--- src/sv/smr_pkg.sv ---
`timescale 1ns / 1ps
// ----------------------------------------------------------------------------
// smr_pkg
// Shared types, codes, sizes and exp tables of the softmax regression engine.
// ----------------------------------------------------------------------------
package smr_pkg;

	localparam int MAX_CLASSES_D  = 8;
	localparam int MAX_FEATURES_D = 4096;
	localparam int SAMPLE_DEPTH_D = 256;

	localparam int QUEUE_DEPTH = 4;

	// input item kinds
	localparam logic [1:0] KIND_ELEM = 2'd0;
	localparam logic [1:0] KIND_WR   = 2'd1;
	localparam logic [1:0] KIND_RD   = 2'd2;

	// queued command codes
	localparam logic [1:0] OP_ELEM = 2'd0;
	localparam logic [1:0] OP_WR   = 2'd1;
	localparam logic [1:0] OP_RD   = 2'd2;

	// register indexes
	localparam logic [1:0] REG_CLASS_COUNT   = 2'd0;
	localparam logic [1:0] REG_FEATURE_COUNT = 2'd1;
	localparam logic [1:0] REG_LEARNING_RATE = 2'd2;
	localparam logic [1:0] REG_TRAIN_ENABLE  = 2'd3;

	localparam int SCORE_W = 38;
	localparam int DEN_W   = 41;
	localparam logic [SCORE_W-1:0] ONE_Q24 = SCORE_W'(64'd16777216);

	typedef struct packed {
		logic [3:0]  class_count;
		logic [12:0] feature_count;
		logic [15:0] learning_rate;
		logic        train_enable;
	} cfg_t;

	typedef struct packed {
		logic [1:0]          op;
		logic                hit;
		logic                last;
		logic [11:0]         col;
		logic signed [15:0]  value;
		logic [2:0]          label;
		logic [2:0]          row;
		logic signed [31:0]  wval;
	} cmd_t;

	typedef struct packed {
		logic               valid;
		logic [2:0]         class_index;
		logic [15:0]        class_probability;
		logic [2:0]         predicted_class;
		logic               mispredicted;
		logic               buffer_overflow;
		logic signed [31:0] read_weight;
		logic               last_result;
	} res_t;

	// exp(n-8) in Q.24
	function automatic logic [35:0] exp_int(input logic [4:0] n);
		logic [35:0] v;
		case (n)
			5'd0:    v = 36'd5628;
			5'd1:    v = 36'd15299;
			5'd2:    v = 36'd41587;
			5'd3:    v = 36'd113044;
			5'd4:    v = 36'd307285;
			5'd5:    v = 36'd835288;
			5'd6:    v = 36'd2270549;
			5'd7:    v = 36'd6171993;
			5'd8:    v = 36'd16777216;
			5'd9:    v = 36'd45605201;
			5'd10:   v = 36'd123967790;
			5'd11:   v = 36'd336979392;
			5'd12:   v = 36'd916004956;
			5'd13:   v = 36'd2489959627;
			5'd14:   v = 36'd6768412009;
			5'd15:   v = 36'd18398451372;
			5'd16:   v = 36'd50012176036;
			default: v = 36'd0;
		endcase
		return v;
	endfunction

	// exp(k/16) in Q.16
	function automatic logic [17:0] exp_frac(input logic [4:0] k);
		logic [17:0] v;
		case (k)
			5'd0:    v = 18'd65536;
			5'd1:    v = 18'd69763;
			5'd2:    v = 18'd74262;
			5'd3:    v = 18'd79052;
			5'd4:    v = 18'd84150;
			5'd5:    v = 18'd89577;
			5'd6:    v = 18'd95354;
			5'd7:    v = 18'd101504;
			5'd8:    v = 18'd108051;
			5'd9:    v = 18'd115019;
			5'd10:   v = 18'd122437;
			5'd11:   v = 18'd130334;
			5'd12:   v = 18'd138740;
			5'd13:   v = 18'd147688;
			5'd14:   v = 18'd157213;
			5'd15:   v = 18'd167352;
			5'd16:   v = 18'd178145;
			default: v = 18'd0;
		endcase
		return v;
	endfunction

endpackage

--- src/sv/smr_front.sv ---
`timescale 1ns / 1ps
// ----------------------------------------------------------------------------
// smr_front
// Accepts input items, drops the ones that do nothing, turns the rest into
// commands and holds them in a short queue for the back end.
// ----------------------------------------------------------------------------
module smr_front #(
	parameter int MAX_CLASSES  = smr_pkg::MAX_CLASSES_D,
	parameter int MAX_FEATURES = smr_pkg::MAX_FEATURES_D
) (
	input  logic               clk,
	input  logic               arst_n,
	input  logic               start,
	output logic               busy,
	input  logic [1:0]         kind,
	input  logic [11:0]        feature_index,
	input  logic signed [15:0] feature_value,
	input  logic               last_feature,
	input  logic [2:0]         sample_class,
	input  logic [2:0]         weight_class,
	input  logic signed [31:0] weight_value,
	input  logic [12:0]        feature_count,
	input  logic               clearing,
	input  logic               pop,
	output logic               head_valid,
	output smr_pkg::cmd_t      head
);
	import smr_pkg::*;

	localparam int QAW = $clog2(QUEUE_DEPTH);

	cmd_t           q_q [QUEUE_DEPTH];
	logic [QAW-1:0] wp_q;
	logic [QAW-1:0] rp_q;
	logic [QAW:0]   cnt_q;
	cmd_t           ent;
	logic           keep;
	logic           col_ok;
	logic           row_ok;
	logic           full;
	logic           push;

	always_comb begin
		col_ok = 32'(feature_index) < MAX_FEATURES;
		row_ok = 32'(weight_class) < MAX_CLASSES - 1;
		ent.op    = OP_ELEM;
		ent.hit   = 1'b0;
		ent.last  = last_feature;
		ent.col   = feature_index;
		ent.value = feature_value;
		ent.label = sample_class;
		ent.row   = weight_class;
		ent.wval  = weight_value;
		keep      = 1'b0;
		case (kind)
			KIND_ELEM: begin
				ent.op  = OP_ELEM;
				ent.hit = col_ok && (13'(feature_index) < feature_count);
				// an ignored element still ends the sample when marked last
				keep    = ent.hit || last_feature;
			end
			KIND_WR: begin
				ent.op  = OP_WR;
				ent.hit = col_ok && row_ok;
				keep    = ent.hit;
			end
			KIND_RD: begin
				ent.op  = OP_RD;
				ent.hit = col_ok && row_ok;
				keep    = 1'b1;
			end
			default: begin
				keep = 1'b0;
			end
		endcase
	end

	assign full       = cnt_q == (QAW+1)'(QUEUE_DEPTH);
	assign busy       = full || clearing;
	assign push       = start && !busy && keep;
	assign head_valid = cnt_q != '0;
	assign head       = q_q[rp_q];

	always_ff @(posedge clk) begin
		if (push) begin
			q_q[wp_q] <= ent;
		end
	end

	always_ff @(posedge clk or negedge arst_n) begin
		if (!arst_n) begin
			wp_q  <= '0;
			rp_q  <= '0;
			cnt_q <= '0;
		end else begin
			if (push) begin
				wp_q <= wp_q + 1'b1;
			end
			if (pop) begin
				rp_q <= rp_q + 1'b1;
			end
			if (push && !pop) begin
				cnt_q <= cnt_q + 1'b1;
			end else if (pop && !push) begin
				cnt_q <= cnt_q - 1'b1;
			end
		end
	end

endmodule

--- config.mk ---
export PLATFORM = sky130hd
export DESIGN_NAME = smr_front
export DESIGN_NICKNAME = d
export VERILOG_FILES = /design/src/sv/smr_pkg.sv /design/src/sv/smr_front.sv
export SDC_FILE = /design/constraint.sdc
export NUM_CORES = 1
export LEC_CHECK = 0
export BUFFER_PORTS_ARGS = -buffer_cell sky130_fd_sc_hd__buf_2
export CORE_ASPECT_RATIO = 0.6
export CORE_MARGIN = 2
export CORE_UTILIZATION = 40
export CTS_CLUSTER_SIZE = 24
export DETAILED_ROUTE_END_ITERATION = 8
export GPL_ROUTABILITY_DRIVEN = 0
export HOLD_SLACK_MARGIN = 0.1
export PLACE_DENSITY_LB_ADDON = 0.12
export SETUP_SLACK_MARGIN = 0.5
export SYNTH_ARGS = -nofsm -noshare
export SYNTH_HDL_FRONTEND = slang
export SYNTH_SLANG_ARGS = --single-unit
--- constraint.sdc ---
create_clock -name clk -period 6.3 [get_ports clk]
set_input_delay 0.315 -clock clk [delete_from_list [all_inputs] [get_ports clk]]
set_output_delay 0.315 -clock clk [all_outputs]
set_load 0.03 [all_outputs]
After elaboration in Yosys (flattened, before gate mapping) --
Memories as Yosys holds them, arrays and structs flattened. Index checks and enable logic that the tools add are counted.
Operators by class: $lt $le $gt $ge 2, reduce and logical (&&, ||, !) cells 12, add/sub/neg operators 4, equal/unequal tests 3, mux-type cells 6
Operators with widths (number):
- less-than comparator 12 x 13 -> 1 bit | 1
- one-hot mux 3 bit (3 select lines) | 1
- 2-to-1 mux 3 bit | 2
- adder 2 x 1 -> 2 bit (second input constant) | 2
- logical AND 1 bit | 4
- adder 3 x 1 -> 3 bit (second input constant) | 1
- == test 3 bit (second input constant) | 1
- logical NOT 1 bit | 3
- less-than comparator 3 bit (second input constant) | 1
- one-hot mux 1 bit (3 select lines) | 1
- nonzero test 3 bit | 1
- subtractor 3 x 1 -> 3 bit (second input constant) | 1
- == test 2 x 1 -> 1 bit (second input constant) | 1
- == test 2 bit (second input constant) | 1
- logical NOT 2 bit | 1
- logical OR 1 bit | 2
- 2-to-1 mux 1 bit | 2
- nonzero test 2 bit | 1
Word-level totals: output and inout bits 72, register bits after elaboration 7, memories 1, input bits 87, RAM bits 280
Memories:
- q_q | depth 4, width 70, read ports 1, clocked after memory_dff 0, write ports 1, line smr_front.sv:32 | cmd_t q_q [QUEUE_DEPTH];

Logic depth before layout (Yosys ltp) --
Gate-level depths: netlist of the first run.
depth in word-level cells 9, mapped depth 13, mapped depth without buffers 13

Worst setup path before layout of the first run --
No wires, ideal clock.
kind input port to flip-flop, start input port feature_count[10], end memory q_q[0][0] (netlist name), enable pin, data required time 5801 ps, data arrival time 4230 ps, setup slack 1571 ps, path buffers 0, cell stages on the path 7, cell sequence inv_1 -> ha_1 -> and4b_1 -> a21oi_1 -> o221a_2 -> a31oi_4 -> nor2_1
On the way: word-level cells in the longest chain between the ends 6
Ends and longest elaborated chain:
- from (decl) | line smr_front.sv:22 | input logic [12:0] feature_count,
- less-than comparator 12 x 13 -> 1 bit | line smr_front.sv:58 | ent.hit = col_ok && (13'(feature_index) < feature_count);
- logical OR 1 bit | line smr_front.sv:60 | keep = ent.hit || last_feature;
- one-hot mux 1 bit (3 select lines) | line smr_front.sv:55 | case (kind)
- logical AND 1 bit | line smr_front.sv:80 | assign push = start && !busy && keep;
- 2-to-1 mux 1 bit | line smr_front.sv:85 | if (push) begin
- 2-to-1 mux 1 bit (not written as such) | line smr_front.sv:86 | q_q[wp_q] <= ent;
- to (decl) | line smr_front.sv:32
No other way between the ends.

Worst setup path in the final report of the first run --
start input port feature_index[10], end memory q_q[1][22] (netlist name), enable pin
On the way: word-level cells in the longest chain between the ends 6
Ends and longest elaborated chain:
- from (decl) | line smr_front.sv:16 | input logic [11:0] feature_index,
- less-than comparator 12 x 13 -> 1 bit | line smr_front.sv:58
- logical OR 1 bit | line smr_front.sv:60
- one-hot mux 1 bit (3 select lines) | line smr_front.sv:55
- logical AND 1 bit | line smr_front.sv:80
- 2-to-1 mux 1 bit | line smr_front.sv:85
- 2-to-1 mux 1 bit (not written as such) | line smr_front.sv:86
No other way between the ends.

==> results.yml, run 1 <==
setup_path:
  cp-start-kind: "input port"
  reg2reg_slack_ns: 3.23
  reg2reg_from: "cnt_q[0]$_DFFE_PN0P_"
  crit_path_end_kind: "register"
  cp.required_ns: 6.47
  r2r_cells: 6
  critical_path_class: "input port to register"
  slowest_stage: "nor2_4"
  critPathTopFamily: "buffers and inverters"
  crit_buf_inv: 3
  r2r_end: "q_q[1][22]$_DFFE_PP_"
  cp.arrival_ns: 3.62
  cp_max_fo: 45
  path_cells: "dlygate4sd3_1 -> buf_2 -> ha_1 -> and4b_1 -> nand3_1 -> o221a_2 -> a31oi_4 -> nor2_4 -> buf_4"
  crit_path_max_incr_delay_ns: 0.75
final_layout:
  synthToLayoutAreaGrowth_pct: 26.4
  seq_area_mm2: 0.00859
  final_common_cell: "edfxtp_1"
  multi_input_comb_area_mm2: 0.00213
  finalNetCount: 803
  layout_common_cells: "280 x edfxtp_1, 158 x buf_2, 70 x mux4_2"
  layout-drive-gt1-share_pct: 40.0
  fillers: 2125
yosys:
  synth_edf_count: 280
  ys.flop_type: "edfxtp_1"
  synth_fp_nets: 557
  synth_top_area_share_pct: 77.6
  ys.warnings.count: 0
  ys_types: 30
  synth_cells: 453
  syn_area_per_cell_um2: 23.9
  syn_area_mm2: 0.0108
  synthArstFlopShare_pct: 2.44
  synth_top_cell_by_area: "edfxtp_1"
  ys_seq_elements: 287
  synth.area.top_cells: "edfxtp_1 78%, mux4_2 15%, ha_1 1.8%"
  ys_seq_area_share_pct: 79.3
die:
  die_y_um: 131
  initial_utilization_pct: 40.8
  core_mm2: 0.0265
  fp-row-count: 46
  dieArea_mm2: 0.0284
  io-pin-count: 159
  die_w_um: 216
sta:
  worst_pin_slew_ns: 1.16
  whs_ns: 0.156
  fin_crit_ns: 3.45
  final_hold_viol_count: 0
  setup_viol: 0
  drv_slew: 0
  finClkSkew_ns: 0.0100
  rsz0062_at_grt: "false"
  tns_ns: 0
  fin_crit_sh_pct: 54.8
  fmax_ghz: 0.290
  maxSlewHeadroom_pct: 22.5
detailed_routing:
  wl_per_cell_um: 20.7
  dr.pass1.iters: 4
  drc_errors: 0
  wirelength_mm: 22.3
  antenna_left: 0
  avgViaCountPerCell: 4.93
  drt_iter0_markers: 274
  num_vias: 5326
pwr:
  ir_worst_vdd_v: 0.000223
  total_power_mw: 5.98
  leakage_nw: 4.80
  p_per_area_mw_per_mm2: 437
cts:
  cts.sinks: 287
  tritoncts: "done"
  cts_resized: 0
  clockBufferDepth: 3
  cts-root-buf: "clkbuf_16"
  cts_htree_levels: 1
  post_cts_buffers: 0
  holdBufCountCts: 69
  clk_latency_ns: 0.53
  cts_buffers: 28
  clkTransAtPathRegs_ns: 0.07
global_routing:
  grt_max_degree: 72
  met2_usage_pct: 25.6
  grt_usage_pct: 16.1
  busiest_layer: "met2"
  antenna_found_initial: 1
  grt-ovfl-total: 0
  gr-usage-met3_pct: 4.07
  grt_pass1_wl_mm: 34.7
  globalRouteMet1Util_pct: 22.8
  grt_pass1_vias: 5826
placed_design:
  post-dp-hpwl_mm: 13.2
  io_buffers: 158
status:
  status: "finished, final reports clean"
worst_hold_path:
  hold_class: "input port to async pin"
job:
  maxCapViolCount: 0
## cells in the mapped netlist (all sizes together), types with 3 or more instances
master	instances
a21o	3
a21oi	4
buf	7
clkbuf	9
dfrtp	7
edfxtp	280
ha	16
inv	21
mux4	70
nor2	8
xnor2	3
xor2	3
## stage by stage
| stage | utilization, % | worst slack, ns | instances | area (um2) |
|---|---|---|---|---|
| floorplan | - | 1.57 | 453 | 10800 |
| global placement | 45.5 | 2.82 | 960 | 12100 |
| detailed placement | 45.5 | 2.78 | 960 | 12100 |
| CTS | 51.6 | 2.76 | 1080 | 13700 |
| global route | 51.6 | 2.62 | 1080 | 13700 |
| finish | 51.6 | 2.85 | 1081 | 13700 |
## kinds of logic after synthesis
| group | synth area share [%] |
|---|---|
| DFF | 79.3 |
| AOI/OAI and AO/OA | 1.18 |
| buffers and inverters | 1.36 |
| and+or+nand+nor | 0.878 |
| xor gates and xnor gates | 0.485 |
| adders and majority gates | 2.03 |
| muxes | 14.8 |
## per-layer routing
metal  part of all wire (%)  routed length [um]  vias up
li1                       -                   -     2392
met1                     46               10300     2785
met2                     47               10500      125
met3                    5.4                1210       24
met4                    1.5                 331        0
met5                      0                   0        -
## state kept, by name, indices dropped and copies added (netlist names)
signal,flops
wp_q,2
rp_q,2
q_q,280
cnt_q,3
## how the worst max path moves through the flow
stage	depth (start not counted)	startpoint	endpoint	slack (ns)
floorplan	7	feature_count[10]	q_q[0][0]$_DFFE_PP_	1.57
global placement	8	feature_index[10]	q_q[1][38]$_DFFE_PP_	2.82
detailed placement	8	feature_index[10]	q_q[2][38]$_DFFE_PP_	2.78
CTS	3	rp_q[0]$_DFFE_PN0P_	head[10]	2.76
global route	3	rp_q[0]$_DFFE_PN0P_	head[10]	2.62
finish	9	feature_index[10]	q_q[1][22]$_DFFE_PP_	2.85
## cell type report
type                       instances  area share [%]
antenna                            1          0.0183
tap                              360            3.29
clock buffer                      31            5.36
timing repair buffer             232            11.1
inverter                          21           0.576
sequential                       287            62.7
multi-input combinational        129            15.5
clock inverter                    20            1.38
## power by group
part	internal [mW]	switching (mW)	total, mW
registers	2.31	0.262	2.58
logic	0.717	1.03	1.75
clock network	0.963	0.692	1.65
total	3.99	1.99	5.98
(Power assumes the default switching activity.)
==> run 2: changes to the inputs <==
- clock period: 6.3 -> 3.4 ns (I/O delays scaled with it)
==> run 2 against run 1 <==
Core utilization up 0.43 points. First-iteration DRC count up 27%. Design area up 0.84%. Largest cell class unchanged.
==> results.yml, run 2 (synthesis gave the netlist of run 1 again) <==
status:
  status: "finished, final reports clean"
detailed_routing:
  avgViaCountPerCell: 4.96
  drt_iter0_markers: 348
  antenna_left: 0
  wirelength_mm: 21.7
  num_vias: 5420
  dr.pass1.iters: 5
  drc_errors: 0
  wl_per_cell_um: 19.8
cts:
  cts.sinks: 287
  clk_latency_ns: 0.54
  cts_htree_levels: 1
  clkTransAtPathRegs_ns: 0.06
  cts_buffers: 28
  tritoncts: "done"
  clockBufferDepth: 3
  post_cts_buffers: 0
  cts-root-buf: "clkbuf_16"
die:
  dieArea_mm2: 0.0284
  die_y_um: 131
  io-pin-count: 159
  fp-row-count: 46
  initial_utilization_pct: 40.8
  core_mm2: 0.0265
  die_w_um: 216
setup_path:
  cp_max_fo: 27
  cp-start-kind: "register"
  reg2reg_slack_ns: 1.15
  critical_path_class: "register to output port"
  cp.arrival_ns: 2.49
  cp.required_ns: 3.23
  crit_path_end_kind: "output port"
global_routing:
  grt_usage_pct: 15.3
  grt_pass1_wl_mm: 33.0
  grt_max_degree: 49
  grt_pass1_vias: 5762
  antenna_found_initial: 1
  grt-ovfl-total: 0
sta:
  fin_crit_sh_pct: 78.3
  maxSlewHeadroom_pct: 56.7
  drv_slew: 0
  fmax_ghz: 0.376
  finClkSkew_ns: 0.00894
  whs_ns: 0.369
  worst_pin_slew_ns: 0.650
  fin_crit_ns: 2.66
  setup_viol: 0
  rsz0062_at_grt: "false"
  final_hold_viol_count: 0
final_layout:
  largest_reg_flops: 280
  top_regs: "q_q x280, cnt_q x3"
  finish.utilization_pct: 52.0
  layout-drive-gt1-share_pct: 39.3
  synthToLayoutAreaGrowth_pct: 27.5
  layout_common_cells: "280 x edfxtp_1, 158 x buf_2, 72 x dlygate4sd3_1"
  regMostFlops: "q_q"
  finalNetCount: 814
  fillers: 2152
  antenna_cells: 0
  final_common_cell: "edfxtp_1"
placed_design:
  io_buffers: 158
  post-dp-hpwl_mm: 13.1
pwr:
  intPower_mw: 7.38
  pwr-share-clk_pct: 26.8
  leakage_nw: 4.84
  power_switching_mw: 3.62
  p_per_area_mw_per_mm2: 797
  seqPwrFrac_pct: 41.7
  ir_worst_vdd_v: 0.000330
  combinationalPowerShare_pct: 31.5
  netSwitchingFraction_pct: 32.9
worst_hold_path:
  hold_class: "input port to register"
job:
  maxCapViolCount: 0
## run 2: final timing paths
kind / start / endpoint / depth (start not counted)
max: rp_q[0]$_DFFE_PN0P_ / head[34] / 3
min: start / wp_q[0]$_DFFE_PN0P_ / 6
max reg2reg: cnt_q[0]$_DFFE_PN0P_ / cnt_q[2]$_DFFE_PN0P_ / 11
min reg2reg: cnt_q[2]$_DFFE_PN0P_ / cnt_q[2]$_DFFE_PN0P_ / 1
max in group asynchronous: arst_n / rp_q[0]$_DFFE_PN0P_ / 3
min in group asynchronous: arst_n / cnt_q[0]$_DFFE_PN0P_ / 3
## run 2: area by class of cell
cell class / instances / area, um2 / area share (%)
clock inverter: 15 / 119 / 0.861
sequential: 287 / 8590 / 62.2
multi-input combinational: 129 / 2130 / 15.4
tap: 360 / 450 / 3.26
inverter: 21 / 78.8 / 0.571
clock buffer: 37 / 756 / 5.47
timing repair buffer: 243 / 1680 / 12.2
## run 2: per-layer routing
metal	track usage, %	vias to the layer above	routed length, um
li1	-	2423	-
met1	21.7	2832	9830
met3	3.96	28	1230
met2	24.3	137	10300
met4	2.89	0	358
met5	0	-	0
## run 2: power groups by stage
stage / registers (mW) / logic (mW) / clock network (mW)
after floorplan: 4.44 / 2.61 / 0
after global placement: 4.67 / 3.46 / 0
after detailed placement: 4.69 / 3.47 / 0
after CTS: 4.61 / 3.55 / 3.05
after global routing: 4.65 / 3.69 / 3.17
final: 4.59 / 3.46 / 2.95
## run 2: repair_timing
action,in CTS,in global routing
setup endpoints to repair,0,0
resized for setup,0,0
endpoints found under the hold margin,289,0
hold buffers,72,0
## run 2: worst max-delay path, cell delays in order, from the launching register on
cell,delay [ns]
dfrtp_4,0.80
buf_4,0.39
mux4_2,0.55
buf_2,0.20
## run 2: metrics by stage
| stage | instance area, um2 | setup WS (ns) | std cells | total power, mW | TNS, ns |
|---|---|---|---|---|---|
| after global placement | 12200 | 0.828 | 968 | 8.13 | 0 |
| after CTS | 13800 | 0.617 | 1092 | 11.2 | 0 |
| after detailed placement | 12200 | 0.759 | 968 | 8.16 | 0 |
| after global routing | 13800 | 0.551 | 1092 | 11.5 | 0 |
| after floorplan | 10800 | -0.0613 | 453 | 7.06 | -17.17 |
| final | 13800 | 0.739 | 1092 | 11.0 | 0 |
